### config.mk
export PLATFORM = sky130hd
export DESIGN_NAME = sobol_front
export DESIGN_NICKNAME = d
export VERILOG_FILES = /design/src/rtl/core/sobol_pkg.sv /design/src/rtl/core/sobol_front.sv
export SDC_FILE = /design/constraint.sdc
export NUM_CORES = 1
export LEC_CHECK = 0
export BUFFER_PORTS_ARGS = -buffer_cell sky130_fd_sc_hd__buf_2
export CORE_MARGIN = 2
export CORE_UTILIZATION = 34
export DETAILED_ROUTE_END_ITERATION = 8
export GPL_ROUTABILITY_DRIVEN = 0
export GPL_TIMING_DRIVEN = 1
export SYNTH_ARGS = -nofsm -noshare
export SYNTH_HDL_FRONTEND = slang
export SYNTH_SLANG_ARGS = --single-unit
### constraint.sdc
create_clock -name clk -period 7.7 [get_ports clk]
set_clock_uncertainty 0.2 [all_clocks]
set_input_delay 1.155 -clock clk [delete_from_list [all_inputs] [get_ports clk]]
set_output_delay 1.155 -clock clk [all_outputs]
set_load 0.03 [all_outputs]
### src/rtl/core/sobol_pkg.sv
`timescale 1ns / 1ps
// ----------------------------------------------------------------------------
// Sobol generator package
// Shared types, constants and action codes.
// ----------------------------------------------------------------------------
package sobol_pkg;

    localparam int MAX_DIMS  = 16;
    localparam int WORD_BITS = 32;
    localparam int DIM_W     = $clog2(MAX_DIMS);
    localparam int BIT_W     = $clog2(WORD_BITS);
    localparam int TAB_W     = DIM_W + BIT_W;
    localparam int QDEPTH    = 2;

    typedef enum logic [2:0] {
        ACT_WRITE   = 3'd0,
        ACT_EXTEND  = 3'd1,
        ACT_NEXT    = 3'd2,
        ACT_RESTART = 3'd3,
        ACT_SHIFT   = 3'd4
    } action_t;

    typedef enum logic [1:0] {
        CFG_BITS  = 2'd0,
        CFG_DIMS  = 2'd1,
        CFG_SHIFT = 2'd2
    } cfg_index_t;

    typedef struct packed {
        logic [2:0]  action;
        logic [3:0]  dim_index;
        logic [5:0]  bit_index;
        logic [31:0] word;
        logic [4:0]  degree;
        logic [29:0] poly_bits;
    } in_item_t;

    typedef struct packed {
        logic [3:0]  dim_out;
        logic [31:0] coordinate;
        logic        last;
        logic        status;
    } out_item_t;

    // classified command passed from front to back
    typedef struct packed {
        action_t     action;
        logic [DIM_W-1:0] dim;
        logic [BIT_W-1:0] bpos;
        logic [31:0] word;
        logic [4:0]  degree;
        logic [29:0] poly_bits;
    } cmd_t;

endpackage

### src/rtl/core/sobol_front.sv
`timescale 1ns / 1ps
// ----------------------------------------------------------------------------
// Sobol front end
// Accepts commands, drops invalid ones, queues the rest for the back end.
// ----------------------------------------------------------------------------
module sobol_front
(
    input  logic                 clk,
    input  logic                 rst_n,
    input  logic                 start,
    input  sobol_pkg::in_item_t  item,
    output logic                 busy,
    output logic                 q_valid,
    output sobol_pkg::cmd_t      q_cmd,
    input  logic                 q_pop
);

    sobol_pkg::cmd_t  q_mem [sobol_pkg::QDEPTH];
    logic             wp_reg, rp_reg;
    logic [1:0]       cnt_reg;
    logic             keep;
    logic             push;
    sobol_pkg::cmd_t  cmd;

    always_comb
    begin
        cmd.action    = sobol_pkg::action_t'(item.action);
        cmd.dim       = item.dim_index;
        cmd.bpos      = 5'(item.bit_index - 6'd1);
        cmd.word      = item.word;
        cmd.degree    = item.degree;
        cmd.poly_bits = item.poly_bits;
        unique case (item.action)
            sobol_pkg::ACT_WRITE:   keep = (item.bit_index != 6'd0) && (item.bit_index <= 6'd32);
            sobol_pkg::ACT_EXTEND:  keep = (item.degree != 5'd0);
            sobol_pkg::ACT_NEXT,
            sobol_pkg::ACT_RESTART,
            sobol_pkg::ACT_SHIFT:   keep = 1'b1;
            default:                keep = 1'b0;
        endcase
    end

    assign busy    = (cnt_reg == 2'(sobol_pkg::QDEPTH));
    assign push    = start && !busy && keep;
    assign q_valid = (cnt_reg != 2'd0);
    assign q_cmd   = q_mem[rp_reg];

    always_ff @(posedge clk)
    begin
        if (push)
        begin
            q_mem[wp_reg] <= cmd;
        end
    end

    always_ff @(posedge clk or negedge rst_n)
    begin
        if (!rst_n)
        begin
            wp_reg  <= 1'b0;
            rp_reg  <= 1'b0;
            cnt_reg <= 2'd0;
        end
        else
        begin
            if (push)
            begin
                wp_reg <= ~wp_reg;
            end
            if (q_pop)
            begin
                rp_reg <= ~rp_reg;
            end
            cnt_reg <= 2'(cnt_reg + {1'b0, push} - {1'b0, q_pop});
        end
    end

endmodule

-- Yosys cells after proc, flatten, opt, wreduce, memory -nomap -nowiden
Memories as Yosys holds them, arrays and structs flattened.
Index checks and enable logic that the tools add are counted.
- register bits: 4
- memory bits (writable): 158
- input bits: 84
- output and inout bits: 81
- word-level logic and storage cells: 27
- memories kept: 1
- add/sub/neg operators: 3
- magnitude comparators: 1
- equality and inequality tests: 5
- mux-type cells: 3
- bitwise logic cells: 2
- reduce and logical (&&, ||, !) cells: 9
- memory list (memory ; words ; bits a word ; read ports ; clocked after Yosys merged registers in ; wr ports ; RTL line ; RTL):
    q_mem ; 2 ; 79 ; 1 ; 0 ; 1 ; sobol_front.sv:18 ; sobol_pkg::cmd_t q_mem [sobol_pkg::QDEPTH];
- operators with widths (kind ; number):
    $eq 3x2->1 const B ; 2
    $le 6x6->1 const B ; 1
    $reduce_bool 6->1 ; 1
    $reduce_bool 5->1 ; 1
    $sub 5x1->5 const B ; 1
    $eq 3x1->1 const B ; 1
    $eq 3x3->1 const B ; 1
    $logic_and 1x1->1 ; 3
    $logic_not 3->1 ; 1
    $pmux 1 s3 ; 1
    $reduce_or 3->1 ; 1
    $add 2x1->2 ; 1
    $eq 2x2->1 const B ; 1
    $mux 1 ; 2
    $not 1->1 ; 2
    $reduce_bool 2->1 ; 1
    $sub 2x1->2 ; 1
    $logic_not 1->1 ; 1

-- Logic depth before layout (Yosys ltp)
Gate-level depths: netlist of the first run.
- word-level depth: 6
- gate-level depth with buffers: 10

-- Least setup slack after synthesis of the first run
Ideal clock, no wire load.
- path kind: in2reg
- start point: input item[67] in the netlist's numbering
- end point: memory q_mem[0][0] in the netlist's numbering (enable)
- library setup time: 517 ps
- data arrival time: 5435 ps
- required time: 6983 ps
- slack: 1548 ps
- stages: 6
- cells stage by stage: inv_1 -> ha_1 -> nor4b_1 -> xor2_1 -> a211o_2 -> nor2_1
- cells in the longest elaborated chain, start to end: 6
- elaborated cells on any way between the ends: 7
- those cells by class: 1 x order compare; 3 x mux; 3 x reduce/logical
- RTL lines (what ; RTL line ; RTL):
    start: declaration ; sobol_front.sv:11 ; input sobol_pkg::in_item_t item,
    $le 6x6->1 / $reduce_bool 6->1 (equally long branches) ; sobol_front.sv:34 ; sobol_pkg::ACT_WRITE: keep = (item.bit_index != 6'd0) && (item.bit_index <= 6'd32);
    $logic_and 1x1->1 (*) ; sobol_front.sv:34 ;
    $pmux 1 s3 (*) ; sobol_front.sv:33 ; unique case (item.action)
    $logic_and 1x1->1 (*) ; sobol_front.sv:44 ; assign push = start && !busy && keep;
    $mux 1 (*) ; sobol_front.sv:50 ; if (push)
    $mux 1 (implied by the code) (*) ; sobol_front.sv:52 ; q_mem[wp_reg] <= cmd;
    end: declaration ; sobol_front.sv:18 ;
Every way passes the cells marked *; elsewhere a longest branch is shown, timed or not.

-- Worst setup path after layout of the first run
- start point: input item[67] in the netlist's numbering
- end point: memory q_mem[1][64] in the netlist's numbering (enable)
Same word-level chain as after synthesis.

==> flow_summary.yaml, run 1 <==
logic_synthesis:
  synth_ff_type: "edfxtp_1"
  syn_area_um2: 6000
  ys_async_sr_fraction_pct: 2.47
  synth_warnings: 0
  ys_seq_area_share_pct: 80.8
  ys_types: 20
  ys_top_cells_by_area: "edfxtp_1 (79%), mux2_2 (15%), dfrtp_1 (1.7%), buf_2 (0.67%), ha_1 (0.63%)"
  synthCells: 280
  avgSynthCellArea_um2: 21.4
  synth_top_cell_area_share_pct: 79.1
  synth_edf_count: 158
  synth_top_area_cell: "edfxtp_1"
  ys_ff_latch: 162
  syn-num-nets: 367
pwr:
  ir_worst_vdd_mv: 0.267
  power_density_nw_per_um2: 378
  p_leak_nw: 2.83
run_status:
  status: "finished clean"
clock_tree:
  ctsResizeCount: 0
  cts_buffers: 17
  htree_levels: 4
  clk_pin_slew_ns: 0.06
  clk_latency_ns: 0.41
  tritoncts: "built"
  cts_hold_buf: 0
  post-cts-setup-buffer-count: 0
  cts_buffer_depth: 2
  clock-root-buffer: "clkbuf_16"
  cts_num_sinks: 162
worst_setup_path:
  max_stage_delay_ns: 0.79
  crit_chain: "buf_2 -> inv_1 -> ha_1 -> nor4b_1 -> xor2_1 -> a211o_2 -> nor2_4 -> buf_4"
  startpoint_type: "input pin"
  path_max_fanout: 45
  cpMaxStageDelayCell: "nor2_4"
  crit_type: "in2reg"
  worstPathRequired_ns: 7.54
  end_kind: "flop"
  cp.arrival_ns: 3.86
layout:
  final_util_pct: 44.3
  seq_area_um2: 4850
  layout.nets: 543
  multi_input_area_um2: 1100
  drive_gt1_share_pct: 59.5
  fillers: 1571
  area_delta_synth_final_pct: 27.9
  largest_reg_flops: 158
global_route:
  overflow: 0
  grt_pass1_vias: 3294
  grt_util_all_layers_pct: 11.8
  grt_antenna_before_repair: 1
  grt_max_degree: 81
  grt_pass1_wl_um: 16300
sta:
  fin_setup_tns_ns: 0
  drv_slew: 0
  max_slew_margin_pct: 27.8
  finalHoldViolations: 0
  tightest_slew_ns: 1.08
  setup_ws_ns: 3.69
  finalCritPeriodShare_pct: 52.1
  period_minus_slack_ns: 4.01
  setup_viol: 0
  rsz0062_at_grt: "false"
  fmax_mhz: 249
routing:
  totalWireLength_um: 11000
  drtAntennaViolNets: 0
  drc: 0
  drtIter0Drc: 150
  vias: 3113
  dr.pass1.iters: 4
  viasPerCell: 4.47
  wire_per_inst_um: 15.8
place:
  numPortBuffers: 164
  hpwl_um: 7000
  place_ws_ns: 3.15
floorplanning:
  dieHeight_um: 137
  die_w_um: 137
  start_util_pct: 34.7
  ioPinCount: 165
  core-area_um2: 17300
  num_rows: 48
  dieArea_um2: 18700
flow_run:
  cap_violations: 0
hold_path:
  min_path_type: "reg2reg"
==> cells in the final DEF, fill, tap and decap left out, drive strengths merged <==
master	n
nor2b	1
nor3	2
edfxtp	158
nand3b	1
nor2	3
nor4b	2
inv	5
ha	3
clkbuf	22
nand2	1
xor2	4
or4	1
bufinv	2
a211o	1
or2	1
buf	166
clkinvlp	4
clkinv	4
xnor2	4
o21ai	1
mux2	79
dfrtp	4
diode	2
==> final timing paths <==
path / endpoint / start / cells after the start / slack [ns]
setup / recovery: q_mem[1][64] / item[67] / 8 / 3.69
hold / removal: cnt_reg[0] / cnt_reg[0] / 1 / 0.33
setup reg to reg: q_mem[1][64] / cnt_reg[1] / 5 / 4.54
hold reg to reg: cnt_reg[0] / cnt_reg[0] / 1 / 0.33
max in group asynchronous: rp_reg / rst_n / 1 / 6.81
min in group asynchronous: wp_reg / rst_n / 1 / 0.35
==> synthesized netlist by cell type, types with 2 or more instances <==
cell type,n
xnor2_1,4
xor2_1,4
ha_1,3
nor3_1,2
edfxtp_1,158
nor2_1,3
buf_2,8
dfrtp_1,4
mux2_2,79
inv_1,5
==> cell families (layout without fill, tap and decap cells) <==
group | after synthesis | count (layout) | share of synthesized area (%)
AOI/OAI and AO/OA | 2 | 2 | 0.250
xor gates and xnor gates | 8 | 8 | 1.17
adders and majority gates | 3 | 3 | 0.626
buffers and inverters | 14 | 203 | 1.04
DFF | 162 | 162 | 80.8
muxes | 79 | 79 | 14.8
other | 0 | 2 | 0
and+or+nand+nor | 12 | 12 | 1.27
==> where the power goes <==
part           internal [mW]  switching [mW]
Combinational          0.323           0.540
Sequential              1.12           0.111
Clock                  0.491           0.311
Total                   1.94           0.962
==> metrics by stage <==
step                hold slack (ns)  total power, mW  instances  instance area [µm²]
global placement              0.306             2.12        662                 7090
detailed placement            0.317             2.13        662                 7090
finish                        0.327             2.90        696                 7670
floorplan                     0.267             1.88        280                 6000
CTS                           0.321             2.95        694                 7660
global route                  0.320             3.04        694                 7660
==> metal layers <==
metal  part of all wire, %  global-route usage (%)  vias to the layer above
li1                      -                       -                     1463
met1                    41                    13.6                     1538
met2                    51                    19.6                      105
met3                   8.1                    5.15                        7
met4                  0.65                    4.30                        0
met5                     0                       0                        -
==> worst max-delay path: cells and delay by family <==
kind | cells | cell delay (ns)
simple gates | 2 | 1.10
buf+inv | 3 | 0.87
compound gates | 1 | 0.38
fa+ha+maj | 1 | 0.20
xor+xnor | 1 | 0.12
==> final cells by class <==
cell class	instances	area share, %
flip-flops and latches	162	63.2
diodes	2	0.0653
clock inverters	10	1.42
inverters	5	0.245
clock buffers	22	6.06
well taps	225	3.67
repair buffers	166	10.9
multi-input cells	104	14.4
No activity file was read; power rests on OpenSTA's default activity.
==> run 2, diff against run 1 <==
==> constraint.sdc (replaced) <==
create_clock -name clk -period 3.2 [get_ports clk]
set_clock_uncertainty 0.2 [all_clocks]
set_input_delay 0.48 -clock clk [delete_from_list [all_inputs] [get_ports clk]]
set_output_delay 0.48 -clock clk [all_outputs]
set_load 0.03 [all_outputs]
==> run 2 against run 1 <==
Non-clock buffer count up 5. Combinational power increased to 2.6 times the previous value. Critical path depth down 5. Worst setup slack worse by 3.2 ns. First-iteration DRC count rose by 13%. Cell count grew 0.43%. Sequential power increased by 130%. Sequential share of layout area is 1.4 points lower. Routed wire length rose by 5.3%. Register-to-register slack got worse by 3.6 ns. Sequential cell count is the same. Final area rose by 2.3%. Critical endpoint is now q_cmd[33]. Largest cell class unchanged. Largest power group unchanged.
==> flow_summary.yaml, run 2 (synthesized netlist as in run 1, its figures left out) <==
worst_setup_path:
  crit_end: "q_cmd[33]"
  crit_type: "reg2out"
  r2r-end: "q_mem[0][47]"
  path_max_fanout: 33
  worstPathRequired_ns: 2.52
  r2r_cells: 5
  rrSetupSlack_ns: 0.90
  crit_start: "rp_reg"
  cp.arrival_ns: 2.03
  r2r-start: "cnt_reg[1]"
  startpoint_type: "flop"
  end_kind: "output pin"
sta:
  fin_setup_tns_ns: 0
  finalHoldViolations: 0
  tightest_slew_ns: 0.530
  rsz0062_at_grt: "false"
  fmax_mhz: 369
  max_slew_margin_pct: 64.7
  drv_slew: 0
  whs_ns: 0.0471
  period_minus_slack_ns: 2.71
  setup_viol: 0
  finalCritPeriodShare_pct: 84.7
routing:
  drtIter0Drc: 170
  drc: 0
  vias: 3188
  totalWireLength_um: 11600
  dr.pass1.iters: 4
  drtAntennaViolNets: 0
  wire_per_inst_um: 16.5
  viasPerCell: 4.56
place:
  place_inst: 666
  hpwl_um: 7690
  numPortBuffers: 164
  dpl_cell_area_um2: 7200
floorplanning:
  ioPinCount: 165
  num_rows: 48
  dieArea_um2: 18700
  dieHeight_um: 137
  die_w_um: 137
  core-area_um2: 17300
  start_util_pct: 34.7
hold_path:
  min_path_cells: 1
  min_path_type: "in2reg"
clock_tree:
  cts_buffers: 17
  clk_pin_slew_ns: 0.06
  cts_buffer_depth: 2
  htree_levels: 4
  cts_num_sinks: 162
  tritoncts: "built"
  clock-root-buffer: "clkbuf_16"
  ctsResizeCount: 0
  post-cts-setup-buffer-count: 0
  clk_latency_ns: 0.41
  cts_hold_buf: 1
layout:
  finalInstanceArea_um2: 7850
  diodes: 0
  final_cell_mix: "buf_2 (164), edfxtp_1 (158), mux2_2 (79)"
  drive_gt1_share_pct: 61.0
  layout.nets: 548
  layout_commonest_cell: "buf_2"
  final_cells: 699
  area_delta_synth_final_pct: 30.8
  largest_reg_flops: 158
pwr:
  power_mw: 7.31
  p_leak_nw: 2.91
  ir_worst_vdd_mv: 0.402
  power_density_nw_per_um2: 932
global_route:
  grt_max_degree: 46
  grt_antenna_before_repair: 0
  grt_util_all_layers_pct: 12.6
  grt_pass1_wl_um: 17100
  overflow: 0
  grt_pass1_vias: 3344
flow_run:
  cap_violations: 0
run_status:
  status: "finished clean"
[run 2: cell count changes in the layout (fill, tap and decap cells not counted), sizes merged]
cell | before | now
inv | 5 | 6
clkinv | 4 | 7
buf | 166 | 170
clkbuf | 22 | 17
bufinv | 2 | 5
dlygate4sd3 | 0 | 1
clkinvlp | 4 | 2
diode | 2 | 0
[run 2: report_power, final]
group          internal [mW]  switching [mW]  leakage (nW)  total [mW]
clock network           1.38           0.791         0.308        2.17
registers               2.70           0.168          1.49        2.87
logic                  0.840            1.44          1.11        2.28
total                   4.92            2.39          2.91        7.31
[run 2: how the worst min path moves through the flow]
| stage | from | to | slack, ns |
|---|---|---|---|
| floorplan | rst_n | cnt_reg[0] | -0.02 |
| global placement | rst_n | wp_reg | 0.1 |
| detailed placement | rst_n | wp_reg | 0.1 |
| CTS | item[61] | q_mem[1][61] | 0.02 |
| global route | item[42] | q_mem[0][42] | 0.02 |
| finish | item[65] | q_mem[1][65] | 0.05 |
[run 2: layer usage]
layer	global-route usage (%)	part of all wire, %	vias up
li1	-	-	1462
met1	14.2	41	1610
met2	21.3	51	108
met3	5.48	7.2	8
met4	4.64	0.92	0
met5	0	0	-
[run 2: area by class of cell]
type	count	area (µm²)
clock buffers	17	425
clock inverters	15	214
fillers	1521	9450
inverters	5	18.8
multi-input cells	104	1130
flip-flops and latches	162	4850
well taps	225	282
repair buffers	171	926
[run 2: critical path, stage by stage (launching register included)]
cell	delay, ns
dfrtp_4	0.76
buf_12	0.26
mux2_2	0.37
buf_2	0.19
[run 2: per-stage QoR]
stage | utilization (%) | worst slack [ns]
after floorplan | - | 0.0388
after global placement | 41.6 | 0.539
after detailed placement | 41.6 | 0.481
after CTS | 45.4 | 0.441
after global routing | 45.4 | 0.393
final | 45.4 | 0.490
